--- src/rtl/btt_ram.sv ---
// single-port-write, registered-read entry memory
module btt_ram #(
    parameter int DATA_W = 8,
    parameter int DEPTH  = 16,
    parameter int ADDR_W = 4
) (
    input  logic              i_clk,
    input  logic              i_we,
    input  logic [ADDR_W-1:0] i_waddr,
    input  logic [DATA_W-1:0] i_wdata,
    input  logic [ADDR_W-1:0] i_raddr,
    output logic [DATA_W-1:0] o_rdata
);

    logic [DATA_W-1:0] r_mem [DEPTH];
    logic [DATA_W-1:0] r_rdata;

    always_ff @(posedge i_clk) begin
        if (i_we) begin
            r_mem[i_waddr] <= i_wdata;
        end
        r_rdata <= r_mem[i_raddr];
    end

    assign o_rdata = r_rdata;

endmodule

--- config.mk ---
export PLATFORM = sky130hd
export DESIGN_NAME = btt_ram
export DESIGN_NICKNAME = d
export VERILOG_FILES = /design/src/rtl/btt_ram.sv
export SDC_FILE = /design/constraint.sdc
export NUM_CORES = 1
export LEC_CHECK = 0
export BUFFER_PORTS_ARGS = -buffer_cell sky130_fd_sc_hd__buf_2
export CAP_MARGIN = 20
export CELL_PAD_IN_SITES_DETAIL_PLACEMENT = 2
export CELL_PAD_IN_SITES_GLOBAL_PLACEMENT = 2
export CORE_MARGIN = 10
export CORE_UTILIZATION = 33
export DETAILED_ROUTE_END_ITERATION = 7
export HOLD_SLACK_MARGIN = 0.05
export PLACE_DENSITY = 0.66
export SLEW_MARGIN = 20
export SYNTH_ARGS = -nofsm -noshare
export SYNTH_HDL_FRONTEND = slang
export SYNTH_SLANG_ARGS = --single-unit
export TNS_END_PERCENT = 10
--- constraint.sdc ---
create_clock -name i_clk -period 2 [get_ports i_clk]
set_clock_uncertainty 0.15 [all_clocks]
set_input_delay 0.3 -clock i_clk [delete_from_list [all_inputs] [get_ports i_clk]]
set_output_delay 0.3 -clock i_clk [all_outputs]
set_load 0.005 [all_outputs]
==> summary.md, run 1 <==
| Metric | Value |
|---|---|
| Status | finished, final reports clean |
| FF-to-FF Start | r_mem[3][0] |
| Vias in the first global route | 2,821 |
| 1st-pass router iterations | 4 |
| Fill cell count | 1,423 |
| Leakage | 0.00212 uW |
| Synth area leaders | edfxtp_1 75%, mux4_2 7.9%, mux4_1 7.1%, dfxtp_1 3.1%, a22oi_1 2.3% |
| Synth top area share | 0.747 |
| Maxcap violations | 0 |
| Delay-heaviest family, CP | multiplexers |
| Worst vdd ir | 0.000566 V |
| Mapped Nets | 247 |
| Clock latency at the later pin of the worst-skew pair | 0.41 ns |
| Antenna Nets Post-Route | 0 |
| CTS sink cnt | 136 |
| Chip Width | 145 um |
| Hold WS | 0.131 ns |
| End of the critical path | o_rdata[0] |
| Total wire length | 11,800 um |
| Worst path cell trace | mux4_1 -> a22oi_1 -> nand2_1 |
| Vias | 2,465 |
| Starting DRT DRC Count | 166 |
| Wire per inst | 23.1 um |
| Worst Setup Path Type | register to register |
| Core area | 15,300 um^2 |
| Clock Path Buffers | 2 |
| Fin. Hold Viols | 0 |
| Crit Path Max Fanout | 1 |
| Synthesized area | 5150 um^2 |
| Post-synth top area cell | edfxtp_1 |
| Crit start category | register |
| Initial antenna violation count | 0 |
| CTS-repair resized insts | 0 |
| Drc violations | 0 |
| Hold Path Class | input port to register |
| R2r worst-path depth | 3 |
| Worst Path Arrival | 1.66 ns |
| FFs w/ async S/R, synth | 0 |
| N_diodes | 0 |
| Post-synthesis cell type count | 19 |
| All-Layer GR Usage | 0.120 |
| Crit path largest cell delay | 0.49 ns |
| Share of layout cells above drive strength 1 | 0.317 |
| Hold-fix buffers, CTS | 0 |
| CTS tree | done |
| Overflow after GRT | 0 |
| YS warnings | 0 |
| Fin Setup TNS | 0 ns |
| Die height | 145 um |
| Max Transition Viols Final | 0 |
| Tmin final | 1.52 ns |
| Post-synth EDFFs | 128 |
| Tcrit/Tclk final | 0.762 |
| Least-Margin Pin Slew | 0.395 ns |
| Clk slew on worst S/H paths | 0.06 ns |
| Crit path from | r_mem[3][0] |
| Flop-to-flop setup slack | 0.48 ns |
| Post-CTS Setup Repair Bufs | 0 |
| DIE AREA | 21,000 um^2 |
| Mean Syn Cell Area | 22.5 um^2 |
| Cell with the most instances after synthesis | edfxtp_1 |
| Starting density of the core | 0.337 |
| I/O Pins | 26 |
| Global-route wire length before repair | 17,700 um |
| PortBufs | 25 |
| RSZ-0062 raised after global routing | no |
| Via density | 4.82 |
| Critical path depth in cells | 3 |
| Cell count after synthesis | 229 |
| Root buf cell | clkbuf_16 |
| Cells after DPL | 479 |
| Register area share after synthesis | 0.778 |
| Reg2Reg Capture Point | o_rdata[0] |
| Largest net degree at the start of global routing | 20 |
| Crit-path slowest cell | mux4_1 |
| CTS Buf Count | 17 |
| Flops & latches, synth | 136 |
| H-tree depth | 4 |
| Post-Layout Cell Count | 511 |
| Final net count | 305 |
| Worst Path Buf+Inv | 0 |
| GPL Wtd Cong | 0.698 |
| Headroom to the max-slew limit | 0.737 |
| Crit end category | register |
| Top FF cell, synth | edfxtp_1 |
| Synth cell count leaders | 128 x edfxtp_1, 18 x mux4_2, 16 x a22oi_1 |
| Endpoints failing setup | 0 |
| Placement Rows | 45 |
| HPWL after detailed placement | 8180 um |
| F_max | 0.657 GHz |
| Synth-to-layout area growth | 21.6% |
| PD cells | 1060 nW/um^2 |
| Req. time, crit path | 2.14 ns |
==> cell families (layout without fill, tap and decap cells) <==
family / Yosys count / in the layout / synth area share
AO/OA/AOI/OAI: 16 / 16 / 0.0233
buffers and inverters: 10 / 81 / 0.0168
flip-flops: 136 / 136 / 0.778
multiplexers: 32 / 32 / 0.150
AND/OR/NAND/NOR: 35 / 35 / 0.0318
==> layer usage <==
| metal | vias to the layer above | part of all wire | global-route usage |
|---|---|---|---|
| met1 | 1310 | 0.45 | 0.145 |
| li1 | 1092 | - | - |
| met2 | 50 | 0.50 | 0.200 |
| met4 | 0 | 0.018 | 0.0527 |
| met5 | - | 0 | 0 |
| met3 | 13 | 0.031 | 0.0297 |
==> layout by cell type, fill, tap and decap left out, drive strengths merged <==
master	netlist	layout
clkbuf	0	24
nor3	4	4
nand3b	2	2
and2	1	1
nor2	13	13
clkinv	0	3
bufinv	0	3
mux4	32	32
clkinvlp	0	2
nand2	9	9
buf	7	49
nor2b	1	1
or3b	1	1
dfxtp	8	8
nand2b	2	2
edfxtp	128	128
nand3	1	1
and2b	1	1
a22oi	16	16
==> flip-flops by register name, indices dropped and copies added, names as in the netlist <==
signal	cells
o_rdata	8
r_mem	128
==> worst min-delay path by stage <==
stage | start | end | slack (ns) | cells after the start
2_1_floorplan | i_wdata[0] | r_mem[0][0] | 0.25 | 0
3_3_place_gp | r_mem[11][3] | o_rdata[3] | 0.50 | 3
3_5_place_dp | r_mem[15][3] | o_rdata[3] | 0.53 | 3
4_1_cts | i_wdata[6] | r_mem[14][6] | 0.13 | 1
5_1_grt | i_wdata[7] | r_mem[14][7] | 0.13 | 1
6_report | i_wdata[7] | r_mem[14][7] | 0.13 | 1
==> final cells by class <==
cell class	instances	area, um^2	area share
timing repair buffer	49	343	0.0548
clock inverter	8	120	0.0192
multi-input combinational	83	1060	0.169
tap	211	264	0.0422
clock buffer	24	472	0.0754
sequential	136	4000	0.640
==> stage by stage <==
| step | util | setup WS [ns] | instance area, um^2 | total power, uW |
|---|---|---|---|---|
| after floorplan | - | 0.0571 | 5150 | 3420 |
| after global placement | 0.371 | 0.0952 | 5670 | 3570 |
| after detailed placement | 0.371 | 0.0766 | 5670 | 3590 |
| after CTS | 0.410 | 0.457 | 6260 | 6710 |
| after global routing | 0.410 | 0.432 | 6260 | 6860 |
| final | 0.410 | 0.477 | 6260 | 6650 |
==> where the power goes <==
part	switching, uW	total [uW]	leakage, uW	internal (uW)
sequential	25.8	3210	0.00122	3190
combinational	170	307	0.000610	137
clock	1110	3130	0.000284	2020
Note: power is estimated with default switching activity, not from simulation.
==> inputs of run 2 (changes only) <==
==> constraint.sdc (replaced) <==
create_clock -name i_clk -period 1.27 [get_ports i_clk]
set_clock_uncertainty 0.15 [all_clocks]
set_input_delay 0.1905 -clock i_clk [delete_from_list [all_inputs] [get_ports i_clk]]
set_output_delay 0.1905 -clock i_clk [all_outputs]
set_load 0.005 [all_outputs]
==> run 2 against run 1 <==
The run now ends with setup timing left. Flip-flop and latch count stayed put. Critical path depth stayed put. Design area is 6.1% higher. Wire length is 4.4% higher. First-iteration DRC count is 1.8% higher. Clock-buffer cell count is 7 lower.
==> summary.md, run 2 (same netlist as run 1, synthesis figures left out) <==
| Metric | Value |
|---|---|
| I/O Pins | 26 (unchanged) |
| Least-Margin Pin Slew | 1.01 ns (+0.611 ns) |
| Endpoints failing setup | 8 (+8) |
| Worst Path Arrival | 1.61 ns (-0.05 ns) |
| Clock latency at the later pin of the worst-skew pair | 0.41 ns (about the same) |
| Tmin final | 1.47 ns (-0.0486 ns) |
| Maxcap violations | 0 (unchanged) |
| WL met1 | 5520 um (+4.2%) |
| N_diodes | 0 (unchanged) |
| Sequential cell area | 4010 um^2 (about the same) |
| Final instance area | 6640 um^2 (+6.1%) |
| CTS Buf Count | 17 (unchanged) |
| Global-route wire length before repair | 18,900 um (+7.0%) |
| Share of layout cells above drive strength 1 | 0.445 (+0.128) |
| Dpl cell area | 5830 um^2 (+2.8%) |
| Largest net degree at the start of global routing | 18 (-10%) |
| Clk slew on worst S/H paths | 0.06 ns (about the same) |
| DR WL met2 | 6080 um (+2.6%) |
| Antenna Nets Post-Route | 0 (unchanged) |
| Leakage | 0.00223 uW (+5.2%) |
| Req. time, crit path | 1.41 ns (-0.73 ns) |
| Starting DRT DRC Count | 169 (+1.8%) |
| PD cells | 1700 nW/um^2 (+60%) |
| R2r worst-path depth | 3 (unchanged) |
| Via density | 4.79 (-0.65%) |
| Failing checks | setup timing |
| Post-CTS Setup Repair Bufs | 0 (unchanged) |
| Initial antenna violation count | 0 (unchanged) |
| Crit path from | r_mem[8][6] |
| PortBufs | 25 (unchanged) |
| Crit Path Max Fanout | 1 (unchanged) |
| Reg2Reg Capture Point | o_rdata[6] |
| Post-route setup slack | -0.205 ns (-0.681 ns) |
| Final net count | 324 (+6.2%) |
| Worst vdd ir | 0.000912 V (+61%) |
| RSZ-0062 raised after global routing | yes |
| Headroom to the max-slew limit | 0.327 (-0.410) |
| Crit start category | register |
| Tcrit/Tclk final | 1.16 (+0.399) |
| Commonest non-fill, non-tap cells in the layout | 128 x edfxtp_1, 30 x mux4_2, 26 x buf_4 |
| Die height | 145 um (unchanged) |
| Flop-to-flop setup slack | -0.20 ns (-0.68 ns) |
| Drc violations | 0 (unchanged) |
| Clock Path Buffers | 2 (unchanged) |
| End of the critical path | o_rdata[6] |
| Top routing layer used | met4 |
| Most common cell after layout, fill and taps aside | edfxtp_1 |
| F_max | 0.678 GHz (+3.3%) |
| Vias | 2,540 (+3.0%) |
| Fin. Hold Viols | 0 (unchanged) |
| Overall power | 11,300 uW (+70%) |
| Area of the multi-input gates | 1110 um^2 (+4.6%) |
| Fill cell count | 1,394 (-2.0%) |
| Total wire length | 12,300 um (+4.4%) |
| Max Transition Viols Final | 0 (unchanged) |
| DIE AREA | 21,000 um^2 (unchanged) |
| Starting density of the core | 0.337 (unchanged) |
| HPWL after detailed placement | 8040 um (-1.7%) |
| Status | complete, but fails checks |
| CTS tree | done |
| Core Util, Final | 0.435 (+0.0248) |
| 1st-pass router iterations | 5 (+1) |
| H-tree depth | 4 (unchanged) |
| Worst Setup Path Type | register to register |
| Chip Width | 145 um (unchanged) |
| Crit end category | register |
| Hold WS | 0.238 ns (+0.107 ns) |
| Most flops, register | r_mem |
| Number of flip-flops under the largest register name | 128 (unchanged) |
| Hold Path Class | input port to register |
| Synth-to-layout area growth | 29.0% |
| Root buf cell | clkbuf_16 |
| Wire per inst | 23.2 um (+0.70%) |
| CTS sink cnt | 136 (unchanged) |
| GPL Wtd Cong | 0.684 (-1.9%) |
| Fin Setup TNS | -1.20 ns (-1.20 ns) |
| FF-to-FF Start | r_mem[8][6] |
| All-Layer GR Usage | 0.129 (+0.00849) |
| Overflow after GRT | 0 (unchanged) |
| Routed wl met3 | 585 um (+62%) |
| Placement Rows | 45 (unchanged) |
| Core area | 15,300 um^2 (unchanged) |
| Vias in the first global route | 2,854 (+1.2%) |
## run 2: area by class of cell
| cell class | count | area share |
|---|---|---|
| Clock buffer | 17 | 0.0641 |
| Clock inverter | 15 | 0.0384 |
| Sequential cell | 136 | 0.604 |
| Timing Repair Buffer | 68 | 0.0874 |
| Tap cell | 211 | 0.0398 |
| Multi-Input combinational cell | 83 | 0.167 |
## run 2: timing repair
item	CTS	global route
hold buffers	8	0
cloned	0	0
resized for setup	6	12
endpoints found under the setup margin	10	10
pin swaps	1	6
endpoints found under the hold margin	128	0
## run 2: worst max-delay path: stages, from the launching register on
cell      delay (ns)
edfxtp_1        0.41
mux4_2          0.51
a22oi_2         0.19
nand2_2         0.09
## run 2: worst min-delay path by stage
stage | startpoint | endpoint | slack, ns | depth (start not counted)
after detailed placement | o_rdata[3] | o_rdata[3] | 0.43 | 1
final | i_waddr[1] | r_mem[0][6] | 0.24 | 4
after global placement | o_rdata[6] | o_rdata[6] | 0.42 | 1
after global routing | i_waddr[1] | r_mem[0][6] | 0.25 | 4
after CTS | i_waddr[1] | r_mem[0][6] | 0.22 | 4
after floorplan | i_wdata[0] | r_mem[0][0] | 0.14 | 0
## run 2: metrics by stage
step           setup WS (ns)  instances
2_1_floorplan         -0.177        229
3_3_place_gp          -0.579        490
3_5_place_dp          -0.650        490
4_1_cts               -0.241        530
5_1_grt               -0.241        530
6_report              -0.205        530
## run 2: power breakdown
part | leakage, uW | internal (uW) | switching, uW | total (uW)
Clock | 0.000325 | 3850 | 1780 | 5630
Sequential | 0.00122 | 5020 | 38.5 | 5060
Combinational | 0.000678 | 284 | 310 | 594
## run 2: routing by layer
metal / vias to the layer above / global-route usage
met2: 77 / 0.203
met3: 8 / 0.0293
met1: 1337 / 0.167
met5: - / 0
li1: 1118 / -
met4: 0 / 0.0543
